<file path="src/rtl/tftci_pkg.sv">
// ----------------------------------------------------------------------------
// tftci_pkg
// Shared types, command codes, frame constants and lookup tables for the
// TFT display command interpreter.
// ----------------------------------------------------------------------------
package tftci_pkg;

  // Frame geometry
  localparam int unsigned FRAME_COLS = 240;
  localparam int unsigned FRAME_ROWS = 320;

  // Width that holds any coordinate below the larger frame dimension
  localparam int unsigned FRAME_MAX = (FRAME_COLS > FRAME_ROWS) ? FRAME_COLS : FRAME_ROWS;
  localparam int unsigned MOD_W     = (FRAME_MAX > 1) ? $clog2(FRAME_MAX) : 1;

  // Result field widths
  localparam int unsigned COL_W = 8;
  localparam int unsigned ROW_W = 9;
  localparam int unsigned RGB_W = 24;

  // Command codes
  localparam logic [7:0] CMD_RDID      = 8'h04;
  localparam logic [7:0] CMD_GAMMA     = 8'h26;
  localparam logic [7:0] CMD_DISP_OFF  = 8'h28;
  localparam logic [7:0] CMD_DISP_ON   = 8'h29;
  localparam logic [7:0] CMD_CASET     = 8'h2A;
  localparam logic [7:0] CMD_PASET     = 8'h2B;
  localparam logic [7:0] CMD_RAMWR     = 8'h2C;
  localparam logic [7:0] CMD_MADCTL    = 8'h36;
  localparam logic [7:0] CMD_PIXFMT    = 8'h3A;
  localparam logic [7:0] CMD_FRMCTR1   = 8'hB1;
  localparam logic [7:0] CMD_DFUNCTR   = 8'hB6;
  localparam logic [7:0] CMD_ETMOD     = 8'hB7;
  localparam logic [7:0] CMD_PWCTR1    = 8'hC0;
  localparam logic [7:0] CMD_PWCTR2    = 8'hC1;
  localparam logic [7:0] CMD_VMCTR1    = 8'hC5;
  localparam logic [7:0] CMD_VMCTR2    = 8'hC7;
  localparam logic [7:0] CMD_PWCTRA    = 8'hCB;
  localparam logic [7:0] CMD_PWCTRB    = 8'hCF;
  localparam logic [7:0] CMD_RDID4     = 8'hD3;
  localparam logic [7:0] CMD_PGAMCTRL  = 8'hE0;
  localparam logic [7:0] CMD_NGAMCTRL  = 8'hE1;
  localparam logic [7:0] CMD_DTCA      = 8'hE8;
  localparam logic [7:0] CMD_DTCB      = 8'hEA;
  localparam logic [7:0] CMD_EN3G      = 8'hF2;

  // Identification read-back bytes
  localparam logic [7:0] ID_RDID_1  = 8'h01;
  localparam logic [7:0] ID_RDID_2  = 8'h02;
  localparam logic [7:0] ID_RDID_3  = 8'h03;
  localparam logic [7:0] ID_RDID4_1 = 8'h00;
  localparam logic [7:0] ID_RDID4_2 = 8'h93;
  localparam logic [7:0] ID_RDID4_3 = 8'h41;
  localparam logic [7:0] ID_LAST    = 8'hFF;

  // Reset values
  localparam logic [15:0] COL_END_RST  = 16'd239;
  localparam logic [15:0] PAGE_END_RST = 16'd319;
  localparam logic [7:0]  PIXFMT_RST   = 8'h66;

  typedef struct packed {
    logic [15:0] col_begin;
    logic [15:0] col_end;
    logic [15:0] page_start;
    logic [15:0] page_end;
  } win_t;

  typedef struct packed {
    logic [15:0] x;
    logic [15:0] y;
  } cursor_t;

  typedef struct packed {
    logic [15:0] minor;
    logic [15:0] major;
  } adv_t;

  typedef struct packed {
    logic             valid;
    logic [COL_W-1:0] col;
    logic [ROW_W-1:0] row;
    logic [RGB_W-1:0] rgb;
  } pix_res_t;

  typedef logic [MOD_W-1:0] mod_tab_t [256];

  // (i * scale) mod FRAME_COLS for every byte value i
  function automatic mod_tab_t build_col_tab(int unsigned scale);
    mod_tab_t t;
    for (int unsigned i = 0; i < 256; i++) begin
      t[i] = MOD_W'((i * scale) % FRAME_COLS);
    end
    return t;
  endfunction

  function automatic mod_tab_t build_row_tab(int unsigned scale);
    mod_tab_t t;
    for (int unsigned i = 0; i < 256; i++) begin
      t[i] = MOD_W'((i * scale) % FRAME_ROWS);
    end
    return t;
  endfunction

  localparam mod_tab_t COL_HI_TAB = build_col_tab(256);
  localparam mod_tab_t COL_LO_TAB = build_col_tab(1);
  localparam mod_tab_t ROW_HI_TAB = build_row_tab(256);
  localparam mod_tab_t ROW_LO_TAB = build_row_tab(1);

  // Number of argument bytes a command takes (RAMWR handled separately)
  function automatic logic [3:0] arg_count(logic [7:0] c);
    logic [3:0] n;
    case (c)
      CMD_RDID, CMD_CASET, CMD_PASET, CMD_DFUNCTR, CMD_PWCTRA, CMD_RDID4: n = 4'd4;
      CMD_PWCTRB, CMD_DTCA:                                               n = 4'd3;
      CMD_FRMCTR1, CMD_VMCTR1, CMD_DTCB:                                  n = 4'd2;
      CMD_GAMMA, CMD_MADCTL, CMD_PIXFMT, CMD_ETMOD, CMD_PWCTR1, CMD_PWCTR2,
      CMD_VMCTR2, CMD_EN3G:                                               n = 4'd1;
      CMD_PGAMCTRL, CMD_NGAMCTRL:                                         n = 4'd15;
      default:                                                            n = 4'd0;
    endcase
    return n;
  endfunction

  // Step the minor cursor; on window overflow reload it and step the major one
  function automatic adv_t advance(logic [15:0] minor, logic [15:0] mstart,
                                   logic [15:0] mend, logic [15:0] major,
                                   logic [15:0] jstart, logic [15:0] jend);
    adv_t       r;
    logic [15:0] mi;
    logic [15:0] mj;
    mi = minor + 16'd1;
    mj = major;
    if (mi > mend) begin
      mi = mstart;
      mj = major + 16'd1;
      if (mj > jend) begin
        mj = jstart;
      end
    end
    r.minor = mi;
    r.major = mj;
    return r;
  endfunction

endpackage

</file>
<file path="src/rtl/tftci_pixel.sv">
// ----------------------------------------------------------------------------
// tftci_pixel
// Pixel byte assembly: RGB565 / 18-bit colour packing, frame address
// mapping with swap, mirroring and bounds check, cursor advance.
// ----------------------------------------------------------------------------
module tftci_pixel
  import tftci_pkg::*;
(
  input  logic [7:0]  byte_i,
  input  logic [1:0]  phase_i,
  input  logic [23:0] acc_i,
  input  cursor_t     cur_i,
  input  win_t        win_i,
  input  logic [7:0]  access_i,
  input  logic [7:0]  format_i,
  output logic [1:0]  phase_o,
  output logic [23:0] acc_o,
  output cursor_t     cur_o,
  output pix_res_t    res_o
);

  logic              mode18;
  logic [MOD_W:0]    xsum, ysum;
  logic [MOD_W-1:0]  xmod, ymod;
  logic [23:0]       rgb18, rgb16;
  logic [15:0]       lx, ly, lx_m, ly_m;
  logic              in_frame;
  adv_t              adv_x, adv_y;

  assign mode18 = (format_i[2:1] == 2'b11);

  // Cursor modulo frame size via two byte tables and one correction
  assign xsum = {1'b0, COL_HI_TAB[cur_i.x[15:8]]} + {1'b0, COL_LO_TAB[cur_i.x[7:0]]};
  assign ysum = {1'b0, ROW_HI_TAB[cur_i.y[15:8]]} + {1'b0, ROW_LO_TAB[cur_i.y[7:0]]};
  assign xmod = (xsum >= (MOD_W+1)'(FRAME_COLS)) ?
                MOD_W'(xsum - (MOD_W+1)'(FRAME_COLS)) : xsum[MOD_W-1:0];
  assign ymod = (ysum >= (MOD_W+1)'(FRAME_ROWS)) ?
                MOD_W'(ysum - (MOD_W+1)'(FRAME_ROWS)) : ysum[MOD_W-1:0];

  assign rgb18 = acc_i | {16'd0, byte_i};
  assign rgb16 = acc_i | {11'd0, byte_i[7:5], 2'b00, byte_i[4:0], 3'b000};

  // 16-bit mode address: optional x/y swap, bounds check, mirroring
  assign lx       = access_i[1] ? cur_i.y : cur_i.x;
  assign ly       = access_i[1] ? cur_i.x : cur_i.y;
  assign in_frame = (lx < 16'(FRAME_COLS)) && (ly < 16'(FRAME_ROWS));
  assign ly_m     = access_i[7] ? ly : (16'(FRAME_ROWS - 1) - ly);
  assign lx_m     = access_i[6] ? (16'(FRAME_COLS - 1) - lx) : lx;

  assign adv_x = advance(cur_i.x, win_i.col_begin, win_i.col_end,
                         cur_i.y, win_i.page_start, win_i.page_end);
  assign adv_y = advance(cur_i.y, win_i.col_begin, win_i.col_end,
                         cur_i.x, win_i.page_start, win_i.page_end);

  always_comb begin
    phase_o = phase_i;
    acc_o   = acc_i;
    cur_o   = cur_i;
    res_o   = '0;
    if (mode18) begin
      case (phase_i)
        2'd0: begin
          acc_o   = {byte_i, 16'd0};
          phase_o = 2'd1;
        end
        2'd1: begin
          acc_o   = acc_i | {8'd0, byte_i, 8'd0};
          phase_o = 2'd2;
        end
        default: begin
          res_o.valid = 1'b1;
          res_o.col   = COL_W'(xmod);
          res_o.row   = ROW_W'(ymod);
          res_o.rgb   = rgb18;
          cur_o.x     = adv_x.minor;
          cur_o.y     = adv_x.major;
          phase_o     = 2'd0;
          acc_o       = '0;
        end
      endcase
    end else if (phase_i == 2'd0) begin
      acc_o   = {byte_i[7:3], 3'b000, byte_i[2:0], 13'd0};
      phase_o = 2'd1;
    end else begin
      if (in_frame) begin
        res_o.valid = 1'b1;
        res_o.col   = COL_W'(lx_m);
        res_o.row   = ROW_W'(ly_m);
        res_o.rgb   = rgb16;
      end
      if (access_i[5]) begin
        cur_o.y = adv_y.minor;
        cur_o.x = adv_y.major;
      end else begin
        cur_o.x = adv_x.minor;
        cur_o.y = adv_x.major;
      end
      phase_o = 2'd0;
      acc_o   = '0;
    end
  end

endmodule

</file>
<file path="src/rtl/tftci_state.sv">
// ----------------------------------------------------------------------------
// tftci_state
// Interpreter state registers and command/argument decode. Produces the
// result of the byte being processed.
// ----------------------------------------------------------------------------
module tftci_state
  import tftci_pkg::*;
(
  input  logic     clk_i,
  input  logic     rst_ni,
  input  logic     step_i,
  input  logic     hard_reset_i,
  input  logic     is_data_i,
  input  logic [7:0] byte_i,
  output pix_res_t res_o,
  output logic [7:0] read_data_o,
  output logic     display_on_o
);

  logic [3:0]  args_q, args_d;
  logic [7:0]  pend_q, pend_d;
  win_t        win_q, win_d;
  cursor_t     cur_q, cur_d;
  logic [7:0]  access_q, access_d;
  logic [7:0]  format_q, format_d;
  logic [1:0]  phase_q, phase_d;
  logic [23:0] acc_q, acc_d;
  logic [7:0]  rdbyte_q, rdbyte_d;
  logic        on_q, on_d;

  logic [1:0]  pix_phase;
  logic [23:0] pix_acc;
  cursor_t     pix_cur;
  pix_res_t    pix_res;
  logic        do_pix;
  logic [3:0]  cmd_args;

  tftci_pixel u_pixel (
    .byte_i   (byte_i),
    .phase_i  (phase_q),
    .acc_i    (acc_q),
    .cur_i    (cur_q),
    .win_i    (win_q),
    .access_i (access_q),
    .format_i (format_q),
    .phase_o  (pix_phase),
    .acc_o    (pix_acc),
    .cur_o    (pix_cur),
    .res_o    (pix_res)
  );

  assign cmd_args = arg_count(byte_i);

  always_comb begin
    args_d   = args_q;
    pend_d   = pend_q;
    win_d    = win_q;
    cur_d    = cur_q;
    access_d = access_q;
    format_d = format_q;
    phase_d  = phase_q;
    acc_d    = acc_q;
    rdbyte_d = rdbyte_q;
    on_d     = on_q;
    do_pix   = 1'b0;

    if (hard_reset_i) begin
      args_d   = '0;
      pend_d   = '0;
      win_d    = '{col_begin: '0, col_end: COL_END_RST,
                   page_start: '0, page_end: PAGE_END_RST};
      cur_d    = '0;
      access_d = '0;
      format_d = PIXFMT_RST;
      phase_d  = '0;
      acc_d    = '0;
      rdbyte_d = '0;
      on_d     = 1'b0;
    end else if (args_q != 4'd0) begin
      // Argument byte, regardless of the D/C line
      case (pend_q)
        CMD_RDID: begin
          case (args_q)
            4'd4:    rdbyte_d = ID_RDID_1;
            4'd3:    rdbyte_d = ID_RDID_2;
            4'd2:    rdbyte_d = ID_RDID_3;
            default: rdbyte_d = ID_LAST;
          endcase
        end
        CMD_RDID4: begin
          case (args_q)
            4'd4:    rdbyte_d = ID_RDID4_1;
            4'd3:    rdbyte_d = ID_RDID4_2;
            4'd2:    rdbyte_d = ID_RDID4_3;
            default: rdbyte_d = ID_LAST;
          endcase
        end
        CMD_CASET: begin
          case (args_q)
            4'd4:    win_d.col_begin = {byte_i, 8'd0};
            4'd3:    win_d.col_begin = win_q.col_begin | {8'd0, byte_i};
            4'd2:    win_d.col_end   = {byte_i, 8'd0};
            default: win_d.col_end   = win_q.col_end | {8'd0, byte_i};
          endcase
        end
        CMD_PASET: begin
          case (args_q)
            4'd4:    win_d.page_start = {byte_i, 8'd0};
            4'd3:    win_d.page_start = win_q.page_start | {8'd0, byte_i};
            4'd2:    win_d.page_end   = {byte_i, 8'd0};
            default: win_d.page_end   = win_q.page_end | {8'd0, byte_i};
          endcase
        end
        CMD_RAMWR:  do_pix   = 1'b1;
        CMD_MADCTL: access_d = byte_i;
        CMD_PIXFMT: format_d = byte_i;
        default: ;
      endcase
      args_d = args_q - 4'd1;
    end else if (!is_data_i) begin
      case (byte_i)
        CMD_DISP_OFF: on_d = 1'b0;
        CMD_DISP_ON:  on_d = 1'b1;
        CMD_RAMWR: begin
          pend_d = byte_i;
          args_d = (format_q[2:1] == 2'b11) ? 4'd3 : 4'd2;
          if (access_q[5]) begin
            cur_d.y = win_q.col_begin;
            cur_d.x = win_q.page_start;
          end else begin
            cur_d.x = win_q.col_begin;
            cur_d.y = win_q.page_start;
          end
          phase_d = '0;
          acc_d   = '0;
        end
        default: begin
          if (cmd_args != 4'd0) begin
            pend_d = byte_i;
            args_d = cmd_args;
          end
        end
      endcase
    end else begin
      // Bare data byte outside any argument list
      do_pix = 1'b1;
    end

    if (do_pix) begin
      phase_d = pix_phase;
      acc_d   = pix_acc;
      cur_d   = pix_cur;
    end
  end

  assign res_o        = (do_pix && !hard_reset_i) ? pix_res : '0;
  assign read_data_o  = rdbyte_d;
  assign display_on_o = on_d;

  always_ff @(posedge clk_i or negedge rst_ni) begin
    if (!rst_ni) begin
      args_q   <= '0;
      pend_q   <= '0;
      win_q    <= '{col_begin: '0, col_end: COL_END_RST,
                    page_start: '0, page_end: PAGE_END_RST};
      cur_q    <= '0;
      access_q <= '0;
      format_q <= PIXFMT_RST;
      phase_q  <= '0;
      acc_q    <= '0;
      rdbyte_q <= '0;
      on_q     <= 1'b0;
    end else if (step_i) begin
      args_q   <= args_d;
      pend_q   <= pend_d;
      win_q    <= win_d;
      cur_q    <= cur_d;
      access_q <= access_d;
      format_q <= format_d;
      phase_q  <= phase_d;
      acc_q    <= acc_d;
      rdbyte_q <= rdbyte_d;
      on_q     <= on_d;
    end
  end

endmodule

</file>
<file path="src/rtl/tft_display_command_interpreter_core.sv">
// ----------------------------------------------------------------------------
// tft_display_command_interpreter_core
// Bus byte interpreter for a TFT controller command interface: window,
// access control, pixel format, identification reads and pixel writes.
// ----------------------------------------------------------------------------
//
//   channel | handshake                 | payload
//   --------+---------------------------+--------------------------------------
//   in      | in_valid_i / in_ready_o   | hard_reset_i, is_data_i, byte_in_i
//   out     | out_valid_o / out_ready_i | pixel_valid_o, pixel_col_o,
//           |                           | pixel_row_o, pixel_rgb_o,
//           |                           | read_data_o, display_on_o
//
// One transaction per cycle sustained while the output is not stalled. A byte
// lands in the input register, then the decode/pixel logic updates the
// interpreter state and loads the result register when it is free or draining.
// Reset (rst_ni low) restores the interpreter state and empties both
// registers. A hard_reset_i transaction does the same to the state in-band.
// A stall on the output holds the result register; the input register still
// takes a transaction while the result register waits, and only then fills.
// ----------------------------------------------------------------------------
module tft_display_command_interpreter_core
  import tftci_pkg::*;
(
  input  logic              clk_i,
  input  logic              rst_ni,

  input  logic              in_valid_i,
  output logic              in_ready_o,
  input  logic              hard_reset_i,
  input  logic              is_data_i,
  input  logic [7:0]        byte_in_i,

  output logic              out_valid_o,
  input  logic              out_ready_i,
  output logic              pixel_valid_o,
  output logic [COL_W-1:0]  pixel_col_o,
  output logic [ROW_W-1:0]  pixel_row_o,
  output logic [RGB_W-1:0]  pixel_rgb_o,
  output logic [7:0]        read_data_o,
  output logic              display_on_o
);

  // Input register
  logic       in_vld_q;
  logic       hard_q;
  logic       data_q;
  logic [7:0] byte_q;

  // Result register
  logic       out_vld_q;
  pix_res_t   res_q;
  logic [7:0] rd_q;
  logic       on_q;

  logic       step;
  pix_res_t   res_d;
  logic [7:0] rd_d;
  logic       on_d;

  // The held byte is processed when the result register is free or draining
  assign step       = in_vld_q && (!out_vld_q || out_ready_i);
  assign in_ready_o = !in_vld_q || step;

  always_ff @(posedge clk_i or negedge rst_ni) begin
    if (!rst_ni) begin
      in_vld_q <= 1'b0;
    end else if (in_valid_i && in_ready_o) begin
      in_vld_q <= 1'b1;
    end else if (step) begin
      in_vld_q <= 1'b0;
    end
  end

  always_ff @(posedge clk_i) begin
    if (in_valid_i && in_ready_o) begin
      hard_q <= hard_reset_i;
      data_q <= is_data_i;
      byte_q <= byte_in_i;
    end
  end

  tftci_state u_state (
    .clk_i        (clk_i),
    .rst_ni       (rst_ni),
    .step_i       (step),
    .hard_reset_i (hard_q),
    .is_data_i    (data_q),
    .byte_i       (byte_q),
    .res_o        (res_d),
    .read_data_o  (rd_d),
    .display_on_o (on_d)
  );

  always_ff @(posedge clk_i or negedge rst_ni) begin
    if (!rst_ni) begin
      out_vld_q <= 1'b0;
    end else if (step) begin
      out_vld_q <= 1'b1;
    end else if (out_ready_i) begin
      out_vld_q <= 1'b0;
    end
  end

  always_ff @(posedge clk_i) begin
    if (step) begin
      res_q <= res_d;
      rd_q  <= rd_d;
      on_q  <= on_d;
    end
  end

  assign out_valid_o   = out_vld_q;
  assign pixel_valid_o = res_q.valid;
  assign pixel_col_o   = res_q.col;
  assign pixel_row_o   = res_q.row;
  assign pixel_rgb_o   = res_q.rgb;
  assign read_data_o   = rd_q;
  assign display_on_o  = on_q;

endmodule

</file>
<file path="config.mk">
export PLATFORM = sky130hd
export DESIGN_NAME = tft_display_command_interpreter_core
export DESIGN_NICKNAME = d
export VERILOG_FILES = /design/src/rtl/tftci_pkg.sv /design/src/rtl/tftci_pixel.sv /design/src/rtl/tftci_state.sv /design/src/rtl/tft_display_command_interpreter_core.sv
export SDC_FILE = /design/constraint.sdc
export NUM_CORES = 1
export LEC_CHECK = 0
export ABC_AREA = 1
export CORE_MARGIN = 8
export CORE_UTILIZATION = 57
export CTS_BUF_LIST = sky130_fd_sc_hd__clkbuf_8
export CTS_CLUSTER_SIZE = 30
export DETAILED_ROUTE_END_ITERATION = 7
export DONT_BUFFER_PORTS = 1
export PLACE_DENSITY = 0.84
export SLEW_MARGIN = 20
export SYNTH_ARGS = -nofsm -noshare
export SYNTH_HDL_FRONTEND = slang
export SYNTH_SLANG_ARGS = --single-unit
</file>
<file path="constraint.sdc">
create_clock -name clk_i -period 10.4 [get_ports clk_i]
set_input_delay 2.6 -clock clk_i [delete_from_list [all_inputs] [get_ports clk_i]]
set_output_delay 2.6 -clock clk_i [all_outputs]
set_load 0.005 [all_outputs]
</file>
-- Word level (Yosys, flattened, before mapping)
Memories as Yosys holds them, arrays and structs flattened.
Cells that the tools add are included.
- bitwise gates (word level): 11
- add/sub/neg operators: 9
- $lt $le $gt $ge: 12
- equality and inequality tests: 47
- mux-type cells: 93
- reductions and logical operators: 42
- operators by type and width (kind ; number):
    $mux W32 ; 12
    $mux W24 ; 7
    $mux W42 ; 4
    $eq A8 B8 Y1 const B ; 16
    $mux W16 ; 8
    $mux W64 ; 2
    $pmux W16 S2 ; 4
    $eq A8 B6 Y1 const B ; 13
    $mux W9 ; 10
    $mux W8 ; 11
    $gt A16 B16 Y1 ; 4
    $or A16 B8 Y16 ; 4
    $pmux W24 S2 ; 1
    $pmux W8 S3 ; 2
    $ge A9 B9 Y1 const B ; 4
    $not A8 Y9 ; 4
    $add A16 B1 Y16 const B ; 2
    $pmux W8 S2 ; 2
    $or A24 B13 Y24 ; 1
    $or A24 B16 Y24 ; 1
    $or A24 B8 Y24 ; 1
    $reduce_and A4 Y1 ; 6
    $add A9 B9 Y10 ; 2
    $pmux W4 S5 ; 1
    other kinds (42) ; 92
- register bits after elaboration: 217
- output and inout port bits: 53
- memories kept: 4
- memory bits (read-only): 9216
- input port bits: 14
- word-level logic and storage cells: 243
- memory list (memory ; words ; bits a word ; read ports ; clocked after Yosys merged registers in ; write ports ; RTL line ; text):
    (no name shown) ; 256 ; 9 ; 1 ; 0 ; 0 ; tftci_pixel.sv:34 ; assign ysum = {1'b0, ROW_HI_TAB[cur_i.y[15:8]]} + {1'b0, ROW_LO_TAB[cur_i.y[7:0]]};
    (no name shown) ; 256 ; 9 ; 1 ; 0 ; 0 ; tftci_pixel.sv:34 ;
    (no name shown) ; 256 ; 9 ; 1 ; 0 ; 0 ; tftci_pixel.sv:33 ; assign xsum = {1'b0, COL_HI_TAB[cur_i.x[15:8]]} + {1'b0, COL_LO_TAB[cur_i.x[7:0]]};
    (no name shown) ; 256 ; 9 ; 1 ; 0 ; 0 ; tftci_pixel.sv:33 ;

-- Logic depth before layout (Yosys ltp)
- depth in word-level cells: 9
- gate-level depth with buffers: 24
- mapped depth without buffers: 23

-- Hierarchy
Synthesis repeated with hierarchy kept, for this count alone.
- cells, all modules: 2791
- area total of the unflattened synthesis: 18452.7 um^2
- by module, submodules not included (module ; area each (um^2) ; instances ; cells an instance):
    tftci_pixel ; 8298.0 ; 1 ; 1599
    tftci_state ; 8227.9 ; 1 ; 1119
    tft_display_command_interpreter_core ; 1926.8 ; 1 ; 73

-- Worst setup path after synthesis
OpenSTA, ideal clock, no wires.
- path kind: input port to output port
- from: in out_ready_i
- to: out in_ready_o
- slack: 5.051 ns
- arrival: 2.749 ns
- stages: 2
- cells stage by stage: inv_1 -> nand3_1
- word-level cells in the longest chain between the ends: 3
- ends and longest elaborated chain (element ; RTL line ; text):
    from (decl) ; tft_display_command_interpreter_core.sv:35 ; input logic out_ready_i,
    $logic_or A1 B1 Y1 ; tft_display_command_interpreter_core.sv:62 ; assign step = in_vld_q && (!out_vld_q || out_ready_i);
    $logic_and A1 B1 Y1 ; tft_display_command_interpreter_core.sv:62 ;
    $logic_or A1 B1 Y1 ; tft_display_command_interpreter_core.sv:63 ; assign in_ready_o = !in_vld_q || step;
    to (decl) ; tft_display_command_interpreter_core.sv:29 ; output logic in_ready_o,
No other way between the ends.

-- Worst setup path after layout
Ends and elaborated chain as after synthesis.

==> reports/metrics.yaml <==
run_status:
  outcome: "completed"
finish:
  drive_above_1_share_pct: 6.02
  fin_util_pct: 60.5
  syn_to_final_growth_pct: 4.46
  fin_nets: 2248
  n_antenna_cell: 0
  finalInstanceArea_sq_um: 16200
synthesis:
  yosysSeqAreaShare_pct: 34.9
  synth.top_cell.area_share_pct: 20.4
  synth_nets: 2298
  synth_largest_area_cell: "dfrtp_1"
  postSynthCellCount: 2183
  synth.area.top_cells: "dfrtp_1 20%, edfxtp_1 12%, nand2_1 11%"
  synth-main-ff-cell: "dfrtp_1"
  synth.cell_area_sq_um: 15600
  ys_types: 61
  synthArstFlopShare_pct: 70.1
  synth_compound_area_share_pct: 18.0
  synth_edf_count: 61
  synth_top_family_by_area: "simple AND/OR/NAND/NOR gates"
  synth_adder_area_share_pct: 8.22
  synth.mux.area_fraction_pct: 0
  ys_ff_latch: 204
  synth_simple_gate_area_share_pct: 26.9
  syn_avg_cell_area_sq_um: 7.13
  yosys_warnings: 0
  synthXorXnorAreaFrac_pct: 2.20
timing:
  hold_slack_ps: 488
  setup_ws_ps: 5010
  rsz0062_at_grt: "false"
  report.final.slew_viol_count: 0
  period_share_pct: 51.8
  setup_tns_ps: 0
  fmax_mhz: 186
  finClkSkew_ps: 33.0
  relSlewSlack_pct: 29.5
  hold_viol: 0
  period_needed_ps: 5390
  setup_viol: 0
  worst_slew_pin_slew_ps: 1060
floorplan:
  core_area_sq_um: 26900
  start_util_pct: 57.9
  die_w_um: 181
  die_h_um: 181
  io_pins: 67
  rows: 60
  die-area_sq_um: 32800
grt:
  grt-ovfl-total: 0
  antenna_found_initial: 0
  grt_pass1_vias: 14400
  grt_pass1_wl_mm: 78.8
  grtUsageTotal_pct: 29.6
  grt_max_degree: 144
routing:
  vias: 15600
  drt.antenna.violating_nets: 0
  drt_iter0_markers: 2465
  drc_errors: 0
  wirelength_mm: 50.1
  first_pass_iters: 6
  routed_via_density: 6.25
  wl_per_cell_um: 20.0
clock_network:
  clk_pin_slew_ps: 60
  cts_buffers: 34
  clockBufferDepth: 3
  cts_setup_buffers: 0
  htreeDepth: 2
  clk_latency_ps: 550
  cts.hold.buffers_added: 0
  tritoncts: "yes"
  post_cts_resized: 0
  clock_sinks: 204
  clk_root_buffer_cell: "clkbuf_8"
placed_design:
  place.gp.congestion: 0.973
  pre_cts_ws_ps: 4660
  placement.cell_area_sq_um: 15600
  port_buffers: 0
  dp_hpwl_mm: 35.8
setup_path:
  cpLargestDelayFamily: "simple AND/OR/NAND/NOR gates"
  crit_arrival_ps: 2790
  crit_chain: "inv_1 > nand3_1"
  crit_path_max_incr_delay_ps: 130
  crit_fanout: 3
  setup.worst_path.start_class: "primary input"
  timing.critical_path.buf_inv: 1
  critical_path_class: "primary input to output pin"
  crit_required_ps: 7800
  cpMaxStageDelayCell: "nand3_1"
  endpoint_kind: "output pin"
pwr:
  p_switching_mw: 3.34
  p_seq_share_pct: 24.2
  p_sw_share_pct: 55.2
  power_density_nw_per_um2: 373
  internal_power_mw: 2.71
  leakage_nw: 7.54
  comb_power_share_pct: 64.2
  clockPowerShare_pct: 11.6
  peakVddDrop_uv: 178
flow_run:
  cap_violations: 0
worst_hold_path:
  hp-class: "flop to flop"
==> tightest hold or removal path, stage by stage, from the launching register on <==
cell     delay, ps
dfrtp_1        350
nand2_1         60
nand2_1         50
==> synth_stat cells (16+ instances only) <==
cell	n
o211ai_1	18
nor2_1	235
nand3_1	202
o21ai_0	146
nor3_1	18
xor2_1	37
buf_2	32
inv_2	17
a211oi_1	32
inv_1	258
o22ai_1	38
a21oi_1	178
dfrtp_1	127
ha_1	99
clkbuf_1	47
nand4_1	18
nand2_1	454
edfxtp_1	61
dfstp_2	16
==> registers in the layout (all words and copies together) (netlist names), 9 cells and up <==
name / flops
pixel_rgb_o: 24
pixel_row_o: 9
u_state.acc_q: 16
u_state.cur_q: 32
u_state.win_q: 64
==> final timing paths <==
kind / from / endpoint / slack, ps / cells past startpoint
max: out_ready_i / in_ready_o / 5010 / 2
min: u_state.rdbyte_q[0]$_DFFE_PN0P_ / u_state.rdbyte_q[0]$_DFFE_PN0P_ / 490 / 2
min in group asynchronous: rst_ni / u_state.rdbyte_q[7]$_DFFE_PN0P_ / 1760 / 0
max in group asynchronous: rst_ni / u_state.cur_q[8]$_DFFE_PN0P_ / 8270 / 0
min reg2reg: u_state.rdbyte_q[0]$_DFFE_PN0P_ / u_state.rdbyte_q[0]$_DFFE_PN0P_ / 490 / 2
max reg2reg: u_state.cur_q[29]$_DFFE_PN0P_ / u_state.cur_q[12]$_DFFE_PN0P_ / 5110 / 15
==> cells in the final DEF (no fill, tap or decap), drive strengths merged, types with 32 or more instances in the layout <==
cell,Yosys,layout
a211oi,32,32
a21oi,179,179
clkbuf,47,37
dfrtp,127,127
edfxtp,61,61
ha,99,99
inv,275,280
nand2,464,464
nand3,206,206
nor2,244,244
o21ai,162,162
o22ai,38,38
xor2,37,37
==> per-layer routing <==
layer / wire length [um] / track usage [%] / part of all wire, % / up-vias
met2: 20900 / 43.5 / 42 / 1067
met4: 2480 / 13.4 / 5.0 / 0
li1: - / - / - / 7219
met1: 20300 / 40.4 / 41 / 7119
met3: 6410 / 7.54 / 13 / 202
met5: 0 / 0 / 0 / -
==> power by group through the flow <==
stage                     clock, mW  sequential, mW  combinational (mW)
after floorplan                   0            1.28                2.92
after global routing          0.737            1.49                4.31
final                         0.703            1.47                3.89
after detailed placement          0            1.46                3.73
after CTS                     0.704            1.45                3.75
after global placement            0            1.45                3.63
==> through the flow <==
stage | std cells | total power, mW
finish | 2499 | 6.06
global route | 2499 | 6.54
CTS | 2499 | 5.91
detailed placement | 2438 | 5.19
global placement | 2438 | 5.08
floorplan | 2183 | 4.20
==> cells by family after synthesis <==
family | count (synthesis)
flip-flops | 204
adder cells (fa/ha/maj) | 101
AND/OR/NAND/NOR | 971
XOR/XNOR | 39
AO/OA/AOI/OAI | 490
buffers and inverters | 378
==> cell type report <==
type / count / area (sq um)
Inverter: 282 / 1060
Sequential cell: 204 / 5430
Clock buffer: 37 / 509
Timing Repair Buffer: 10 / 75.1
Tap cell: 341 / 427
Multi-Input combinational cell: 1601 / 8610
Clock inverter: 24 / 136
Fill cell: 2438 / 10600
Note: power is estimated with default switching activity, not from simulation.
